### src/deawr_pkg.sv
// Shared definitions for the double-ended array with indexed removal.
// Holds default sizes, operation codes and status codes; no dependencies.
`default_nettype none

package deawr_pkg;

  localparam int DEFAULT_DEPTH      = 64;
  localparam int DEFAULT_ELEM_WIDTH = 8;

  localparam int MODE_W   = 3;
  localparam int STATUS_W = 2;

  localparam logic [MODE_W-1:0] MODE_PUSH_FRONT = 3'd0;
  localparam logic [MODE_W-1:0] MODE_PUSH_BACK  = 3'd1;
  localparam logic [MODE_W-1:0] MODE_POP_FRONT  = 3'd2;
  localparam logic [MODE_W-1:0] MODE_POP_BACK   = 3'd3;
  localparam logic [MODE_W-1:0] MODE_REMOVE_AT  = 3'd4;
  localparam logic [MODE_W-1:0] MODE_READ_AT    = 3'd5;

  localparam logic [STATUS_W-1:0] STATUS_OK    = 2'd0;
  localparam logic [STATUS_W-1:0] STATUS_EMPTY = 2'd1;
  localparam logic [STATUS_W-1:0] STATUS_FULL  = 2'd2;

endpackage

`default_nettype wire

### src/deawr_ram.sv
// Generic simple dual-port RAM: one write port, one read port with registered data.
// Standalone; no package dependencies.
`default_nettype none

module deawr_ram #(
  parameter int WIDTH = 8,
  parameter int DEPTH = 64
) (
  input  wire logic                     clk,
  input  wire logic                     we,
  input  wire logic [$clog2(DEPTH)-1:0] waddr,
  input  wire logic [WIDTH-1:0]         wdata,
  input  wire logic [$clog2(DEPTH)-1:0] raddr,
  output logic      [WIDTH-1:0]         rdata
);

  logic [WIDTH-1:0] mem [DEPTH];

  always_ff @(posedge clk) begin
    if (we) begin
      mem[waddr] <= wdata;
    end
    rdata <= mem[raddr];
  end

endmodule

`default_nettype wire

### src/double_ended_array_with_removal.sv
// Top level of the double-ended array with indexed removal.
// Depends on deawr_pkg and deawr_ram.
//
// Usage: drive mode, value and position and raise start; the command is taken
// at a rising edge where start is high and busy is low. Every transaction gives
// exactly one result, shown on read_value, count and status for the single
// cycle in which done is high. The receiver cannot stall; it must take each
// result in its done cycle.
// Timing: push, pop and no-op commands give their result in the cycle after
// acceptance and leave busy low, so one such command can be taken every
// cycle. A read at an index passes through the S_READ state, since the
// element RAM has registered read data. A remove at index p walks the
// elements behind p in the S_SHIFT state: the shift loop moves one element
// per cycle through the RAM, reading the next slot while writing the previous
// one. An out-of-range remove or read is answered like a push, with STATUS_EMPTY.
// Reset (synchronous, active high) empties the array and clears busy and done;
// the RAM contents are not cleared, and no entry's data is used before it is written.
`default_nettype none

module double_ended_array_with_removal #(
  parameter int DEPTH      = deawr_pkg::DEFAULT_DEPTH,
  parameter int ELEM_WIDTH = deawr_pkg::DEFAULT_ELEM_WIDTH
) (
  input  wire logic                             clk,
  input  wire logic                             rst,
  input  wire logic                             start,
  output logic                                  busy,
  input  wire logic [deawr_pkg::MODE_W-1:0]     mode,
  input  wire logic [ELEM_WIDTH-1:0]            value,
  input  wire logic [$clog2(DEPTH)-1:0]         position,
  output logic                                  done,
  output logic      [ELEM_WIDTH-1:0]            read_value,
  output logic      [$clog2(DEPTH+1)-1:0]       count,
  output logic      [deawr_pkg::STATUS_W-1:0]   status
);

  import deawr_pkg::*;

  localparam int PTR_W = $clog2(DEPTH);
  localparam int CNT_W = $clog2(DEPTH + 1);

  localparam logic [1:0] S_IDLE  = 2'd0;
  localparam logic [1:0] S_READ  = 2'd1;
  localparam logic [1:0] S_SHIFT = 2'd2;

  function automatic logic [PTR_W-1:0] wrap_add(input logic [PTR_W-1:0] a,
                                                input logic [PTR_W-1:0] b);
    logic [PTR_W:0] s;
    s = {1'b0, a} + {1'b0, b};
    if (s >= (PTR_W+1)'(DEPTH)) begin
      s = s - (PTR_W+1)'(DEPTH);
    end
    return s[PTR_W-1:0];
  endfunction

  function automatic logic [PTR_W-1:0] wrap_inc(input logic [PTR_W-1:0] a);
    return (a == PTR_W'(DEPTH - 1)) ? '0 : a + PTR_W'(1);
  endfunction

  function automatic logic [PTR_W-1:0] wrap_dec(input logic [PTR_W-1:0] a);
    return (a == '0) ? PTR_W'(DEPTH - 1) : a - PTR_W'(1);
  endfunction

  logic [1:0]            state;
  logic [PTR_W-1:0]      head;
  logic [CNT_W-1:0]      cnt;
  logic [PTR_W-1:0]      rd_slot;
  logic [PTR_W-1:0]      pend_slot;
  logic                  pend;
  logic [CNT_W-1:0]      remaining;

  logic                  accept;
  logic                  full;
  logic                  empty;
  logic                  pos_ok;
  logic [PTR_W-1:0]      slot_pos;
  logic [PTR_W-1:0]      head_dec;
  logic [PTR_W-1:0]      tail;

  logic                  ram_we;
  logic [PTR_W-1:0]      ram_waddr;
  logic [ELEM_WIDTH-1:0] ram_wdata;
  logic [PTR_W-1:0]      ram_raddr;
  logic [ELEM_WIDTH-1:0] ram_rdata;

  assign busy     = (state != S_IDLE);
  assign accept   = start && !busy;
  assign count    = cnt;
  assign full     = (cnt == CNT_W'(DEPTH));
  assign empty    = (cnt == '0);
  assign pos_ok   = (CNT_W'(position) < cnt);
  assign slot_pos = wrap_add(head, position);
  assign head_dec = wrap_dec(head);
  // Tail slot is only used when not full, so count fits the pointer width.
  assign tail     = wrap_add(head, cnt[PTR_W-1:0]);

  always_comb begin
    ram_we    = 1'b0;
    ram_waddr = tail;
    ram_wdata = value;
    ram_raddr = slot_pos;
    unique case (state)
      S_IDLE: begin
        if (accept && !full) begin
          if (mode == MODE_PUSH_FRONT) begin
            ram_we    = 1'b1;
            ram_waddr = head_dec;
          end else if (mode == MODE_PUSH_BACK) begin
            ram_we    = 1'b1;
            ram_waddr = tail;
          end
        end
      end
      S_SHIFT: begin
        // Read the next source slot while the previous element lands one slot lower.
        ram_raddr = rd_slot;
        if (pend) begin
          ram_we    = 1'b1;
          ram_waddr = pend_slot;
          ram_wdata = ram_rdata;
        end
      end
      default: begin
      end
    endcase
  end

  deawr_ram #(
    .WIDTH(ELEM_WIDTH),
    .DEPTH(DEPTH)
  ) u_store (
    .clk  (clk),
    .we   (ram_we),
    .waddr(ram_waddr),
    .wdata(ram_wdata),
    .raddr(ram_raddr),
    .rdata(ram_rdata)
  );

  always_ff @(posedge clk) begin
    if (rst) begin
      state <= S_IDLE;
      head  <= '0;
      cnt   <= '0;
      done  <= 1'b0;
      pend  <= 1'b0;
    end else begin
      done <= 1'b0;
      unique case (state)
        S_IDLE: begin
          if (accept) begin
            done       <= 1'b1;
            status     <= STATUS_OK;
            read_value <= '0;
            unique case (mode)
              MODE_PUSH_FRONT: begin
                if (full) begin
                  status <= STATUS_FULL;
                end else begin
                  head <= head_dec;
                  cnt  <= cnt + CNT_W'(1);
                end
              end
              MODE_PUSH_BACK: begin
                if (full) begin
                  status <= STATUS_FULL;
                end else begin
                  cnt <= cnt + CNT_W'(1);
                end
              end
              MODE_POP_FRONT: begin
                if (empty) begin
                  status <= STATUS_EMPTY;
                end else begin
                  head <= wrap_inc(head);
                  cnt  <= cnt - CNT_W'(1);
                end
              end
              MODE_POP_BACK: begin
                if (empty) begin
                  status <= STATUS_EMPTY;
                end else begin
                  cnt <= cnt - CNT_W'(1);
                end
              end
              MODE_REMOVE_AT: begin
                if (!pos_ok) begin
                  status <= STATUS_EMPTY;
                end else begin
                  done      <= 1'b0;
                  state     <= S_SHIFT;
                  rd_slot   <= wrap_inc(slot_pos);
                  pend      <= 1'b0;
                  remaining <= cnt - CNT_W'(1) - CNT_W'(position);
                end
              end
              MODE_READ_AT: begin
                if (!pos_ok) begin
                  status <= STATUS_EMPTY;
                end else begin
                  done  <= 1'b0;
                  state <= S_READ;
                end
              end
              default: begin
              end
            endcase
          end
        end
        S_READ: begin
          done       <= 1'b1;
          status     <= STATUS_OK;
          read_value <= ram_rdata;
          state      <= S_IDLE;
        end
        S_SHIFT: begin
          if (remaining != '0) begin
            rd_slot   <= wrap_inc(rd_slot);
            pend_slot <= wrap_dec(rd_slot);
            pend      <= 1'b1;
            remaining <= remaining - CNT_W'(1);
          end else begin
            // The last pending element is written back in this same cycle.
            pend       <= 1'b0;
            cnt        <= cnt - CNT_W'(1);
            done       <= 1'b1;
            status     <= STATUS_OK;
            read_value <= '0;
            state      <= S_IDLE;
          end
        end
        default: begin
          state <= S_IDLE;
        end
      endcase
    end
  end

endmodule

`default_nettype wire
### config.mk
export PLATFORM = sky130hd
export DESIGN_NAME = double_ended_array_with_removal
export DESIGN_NICKNAME = d
export VERILOG_FILES = /design/src/deawr_pkg.sv /design/src/deawr_ram.sv /design/src/double_ended_array_with_removal.sv
export SDC_FILE = /design/constraint.sdc
export NUM_CORES = 1
export LEC_CHECK = 0
export ABC_CLOCK_PERIOD_IN_PS = 3250
export BUFFER_PORTS_ARGS = -buffer_cell sky130_fd_sc_hd__buf_2
export CAP_MARGIN = 40
export CORE_MARGIN = 4
export CORE_UTILIZATION = 45
export DETAILED_ROUTE_END_ITERATION = 10
export MAX_ROUTING_LAYER = met4
export SLEW_MARGIN = 10
export SYNTH_ARGS = -nofsm -noshare
export SYNTH_HDL_FRONTEND = slang
export SYNTH_SLANG_ARGS = --single-unit
### constraint.sdc
create_clock -name clk -period 3.25 [get_ports clk]
set_input_delay 0.65 -clock clk [delete_from_list [all_inputs] [get_ports clk]]
set_output_delay 0.65 -clock clk [all_outputs]
set_load 0.02 [all_outputs]
* Word level (Yosys, flattened, before mapping) *
Memory sizes are Yosys's and may differ from the RTL's. A register that Yosys moved wholly into a read port is not among the register bits.
Cells that the tools add are included.

cells by class
  shifts and indexed selects = 0
  multiplexer cells = 64
  divide/modulo/power cells = 0
  eq/ne operators = 24
  $add $sub $neg = 13
  multipliers = 0
  reduce and logical (&&, ||, !) cells = 24
  bitwise logic cells = 1
  magnitude comparators = 3

operators by type and width
  kind                                                                 number
  6-bit 2-to-1 mux                                                     16
  7-bit 2-to-1 mux                                                     8
  7-bit one-hot mux with 2 select lines                                3
  6-bit one-hot mux with 2 select lines                                3
  8-bit 2-to-1 mux                                                     4
  8-bit one-hot mux with 3 select lines                                1
  6-bit by 1-bit subtractor with 6-bit output (second input constant)  4
  6-bit by 1-bit adder with 6-bit output (second input constant)       3
  6-bit == test (second input constant)                                3
  1-bit 2-to-1 mux                                                     16
  3-bit inequality test (second input constant)                        5
  6-bit by 6-bit adder with 7-bit output                               2
  7-bit greater-or-equal comparator (second input constant)            2
  7-bit by 1-bit subtractor with 7-bit output (second input constant)  2
  6-bit logical NOT                                                    2
  2-bit 2-to-1 mux                                                     6
  2-bit inequality test (second input constant)                        6
  2-bit one-hot mux with 3 select lines                                2
  6-bit AND reduction                                                  2
  5-bit AND reduction                                                  2
  2-bit one-hot mux with 2 select lines                                2
  4-bit AND reduction                                                  2
  7-bit by 1-bit adder with 7-bit output (second input constant)       1
  7-bit == test (second input constant)                                1
  other kinds (22)                                                     31

storage, ports and cells
  memories = 1
  bits in latches = 0
  register bits = 46
  memory bits (read-only) = 0
  output and inout port bits = 19
  bits in writable memories = 512

memories
  memory       depth  bits a word  rd ports  clocked after memory_dff  write ports  RTL line         source
  u_store.mem  64     8            1         1                         1            deawr_ram.sv:17  logic [WIDTH-1:0] mem [DEPTH];

* Longest topological paths before layout *
  depth after elaboration = 9
  gate-level depth with buffers = 14
  depth with buffers taken out = 10

* Cells and area by module *
From an unflattened synthesis, not the netlist that was laid out.

unflattened totals
  cell total of the unflattened synthesis = 1414
  area total of the unflattened synthesis = 24108.1 um^2

by module, submodules not included
  module                           area each (um^2)  cells each  instances
  deawr_ram                        20190.6           972         1
  double_ended_array_with_removal  3917.5            442         1

* Least setup slack after synthesis *
Ideal clock, no wire load.

  kind = reg2reg
  start point = reg cnt[0], in the netlist count[0]
  end point = mem u_store.mem[39][0] (enable)
  data arrival time = 2945 ps
  slack = -79 ps
  period minus slack after synthesis = 3329 ps
  cell stages (with the launch flop) = 10
  cells stage by stage = dfxtp_1 inv_1 ha_1 nor3b_4 a311oi_4 nand2_1 o221a_2 or2_0 buf_2 nor3_1

between the ends
  cells in the longest elaborated chain, start to end = 7
  elaborated cells on any way between the ends = 15
  classes of those cells = add/sub (2); order compare (1); eq/ne (1); mux (9); reduce/logical (2)

RTL lines
  item                                                                                            RTL line                                source
  from (decl)                                                                                     double_ended_array_with_removal.sv:66   logic [CNT_W-1:0] cnt;
  from (signal assigned)                                                                          double_ended_array_with_removal.sv:161  cnt <= cnt + CNT_W'(1);
  from (signal assigned)                                                                          double_ended_array_with_removal.sv:168  cnt <= cnt + CNT_W'(1);
  from (signal assigned)                                                                          double_ended_array_with_removal.sv:176  cnt <= cnt - CNT_W'(1);
  parallel branches: the longest is 7 deep, another holds 6-bit by 6-bit adder with 7-bit output  -
  to (decl)                                                                                       deawr_ram.sv:17

Several ways; the timed one is not identified.

* Worst setup path after layout *
  start point = reg head[0]
  end point = reg u_store.rdata[0] (read register of u_store.mem)

between the ends
  cells in the longest elaborated chain, start to end = 4
  elaborated cells on any way between the ends = 5
  classes of those cells = add/sub (2); order compare (1); mux (2)

RTL lines
  item                                                                                                     RTL line                                                                      source
  from (decl)                                                                                              double_ended_array_with_removal.sv:65                                         logic [PTR_W-1:0] head;
  from (signal assigned)                                                                                   double_ended_array_with_removal.sv:175                                        head <= wrap_inc(head);
  6-bit by 6-bit adder with 7-bit output *                                                                 double_ended_array_with_removal.sv:49                                         s = {1'b0, a} + {1'b0, b};
  6-bit by 1-bit subtractor with 6-bit output / 7-bit greater-or-equal comparator (equally long branches)  double_ended_array_with_removal.sv:51, double_ended_array_with_removal.sv:50
  6-bit 2-to-1 mux *                                                                                       double_ended_array_with_removal.sv:50                                         if (s >= (PTR_W+1)'(DEPTH)) begin
  6-bit 2-to-1 mux *                                                                                       double_ended_array_with_removal.sv:102                                        unique case (state)
  to (decl)                                                                                                deawr_ram.sv:14                                                               output logic [WIDTH-1:0] rdata

Every way passes the cells marked *; elsewhere a longest branch is shown, timed or not.
A chain may end at the register's enable or synchronous reset.

==> results.json <==
{
  "cp.required_ps": 3730,
  "fillers": 4394,
  "cts_buffers": 59,
  "r2r_cells": 11,
  "crit_type": "reg2reg",
  "via_per_inst": 5.91,
  "route.detailed.drc": 0,
  "grt_max_degree": 65,
  "cts_tree": "yes",
  "routed_wl_um": 66700,
  "routedWlPerCell_um": 24.4,
  "htreeDepth": 2,
  "clkTransAtPathRegs_ps": 60,
  "crit_path_max_fanout": 26,
  "fin_ws_ps": 70.0,
  "rows": 85,
  "synth_top_area_frac": 0.658,
  "synthMostInstantiatedCell": "edfxtp_1",
  "multi_input_area_um2": 7600,
  "port-buffer-count": 38,
  "detail-route-antenna-nets": 0,
  "hpwl_um": 43200,
  "clock_sinks": 566,
  "p_leak_nw": 10.3,
  "die_h_um": 242,
  "drtIter0Drc": 1740,
  "track_usage": 0.231,
  "hold_depth": 3,
  "r2r_slack_ps": 70,
  "design_area_um2": 29300,
  "initial_utilization": 0.456,
  "setup_tns_ps": 0,
  "finalCritPeriodShare": 0.978,
  "first_pass_iters": 6,
  "clock_path_buffers": 3,
  "die_width_um": 242,
  "pre_cts_ws_ps": -448,
  "ios": 39,
  "postSynthCellCount": 1788,
  "synth_cell_type_count": 82,
  "syn_area_um2": 24700,
  "setup_viol_count_final": 0,
  "hold_viol": 0,
  "yosys_warnings": 0,
  "drive_gt1_frac": 0.227,
  "finalCriticalPeriod_ps": 3180,
  "synth_area_leaders": "edfxtp_1 (66%), nand2_1 (4.5%), mux4_2 (4.0%)",
  "ys_ff_latch": 566,
  "antenna_found_initial": 0,
  "syn-num-nets": 1847,
  "synthFlopType": "edfxtp_1",
  "worstSetupEndpointType": "register",
  "num_antenna_cells": 0,
  "relSlewSlack": 0.420,
  "clk-insertion-delay-late_ps": 620,
  "clock_skew_ps": 24.7,
  "min_path_type": "in2reg",
  "worstMarginPinSlew_ps": 870,
  "max_cap_violations": 0,
  "arrival_ps": 3660,
  "drv_slew": 0,
  "placed_cell_area_um2": 27300,
  "fmax_mhz": 314,
  "ir_worst_vdd_v": 0.000472,
  "grt_pass1_vias": 15700,
  "power.density_nw_per_um2": 607,
  "synth_seq_area_share": 0.678,
  "yosys.area.top_type": "edfxtp_1",
  "core_um2": 54100,
  "grt_pass1_wl_um": 101000,
  "cts_root_buf": "clkbuf_16",
  "globalplace.congestion": 0.868,
  "crit_path_start_kind": "register",
  "synth-async-reset-ratio": 0,
  "nets": 2052,
  "area_growth_pct": 18.7,
  "synth_common_cells": "edfxtp_1 (541), nand2_1 (293), nand3_1 (117), nor3_1 (72), and3_1 (51)",
  "vias": 16200,
  "avgSynthCellArea_um2": 13.8,
  "fp.dieArea_um2": 58700,
  "synth_edf_count": 541,
  "overflow": 0,
  "status": "finished, final reports clean",
  "ff_latch_area_um2": 16700
}
## critical path, cell delays in order, from the launching register on
cell,delay [ps]
dfxtp_1,390
ha_1,190
inv_1,60
fa_1,470
or2_2,370
buf_4,250
and3_1,200
a211oi_1,170
o21ai_0,170
a32oi_2,370
a2bb2oi_1,250
nand3_1,120
## power by group
| group | internal [mW] | switching, mW | leakage (nW) |
|---|---|---|---|
| registers | 8.10 | 0.134 | 5.08 |
| clock network | 3.85 | 2.72 | 0.911 |
| logic | 1.18 | 1.81 | 4.34 |
## final timing paths
kind            start               end
max           head[0]  u_store.rdata[0]
min             start              done
max reg2reg   head[0]  u_store.rdata[0]
min reg2reg  state[1]          state[1]
## logic make-up (layout without fill, tap and decap cells)
group	Yosys count	count (layout)	share of synthesized area
multiplexers	84	84	0.0564
AO/OA/AOI/OAI	276	276	0.0829
adder cells (fa/ha/maj)	39	39	0.0207
XOR/XNOR	40	40	0.0142
buffers and inverters	147	397	0.0283
flip-flops	566	566	0.678
AND/OR/NAND/NOR	636	636	0.120
## layer usage
metal  track usage  share of wire  vias to the layer above
li1              -              -                     7264
met1         0.325           0.44                     8109
met2         0.348           0.46                      650
met3        0.0398          0.075                      148
met4        0.0722          0.034                        0
met5             -              0                        -
## area by class of cell
type | instances | share of cell area
Sequential cell | 566 | 0.571
Multi-Input combinational cell | 1075 | 0.259
Timing Repair Buffer | 257 | 0.0715
Clock buffer | 67 | 0.0528
Tap cell | 696 | 0.0297
Clock inverter | 39 | 0.0110
Inverter | 34 | 0.00435
## stage by stage
step           std cells  total power [mW]  hold slack [ps]   util
2_1_floorplan       1788              9.99              483      -
3_3_place_gp        2625              11.2              498  0.504
3_5_place_dp        2625              11.3              518  0.504
4_1_cts             2733              17.8              315  0.539
5_1_grt             2734              18.4              374  0.542
6_report            2734              17.8              349  0.542
## state kept, by name, indices dropped and copies added, names as in the netlist
register	flops
state	2
count	7
read_value	8
remaining	7
rd_slot	6
u_store.mem	512
done	1
u_store.rdata	8
head	6
status	2
pend_slot	6
pend	1
## cell usage in the layout (no fill, tap or decap), drive strengths merged, types with 42 or more instances in the layout
master,n
nor2,42
o21ai,44
edfxtp,541
buf,257
nor3,73
nand2,295
clkbuf,67
nand3,117
and3,51
a21oi,44
mux4,44
## repair_timing
action | in CTS | in global routing
endpoints found under the setup margin | 189 | 225
hold buffers | 0 | 0
pin swaps | 2 | 5
setup buffers | 2 | 1
resized for setup | 9 | 20
Power figures use the tool's default switching activity.
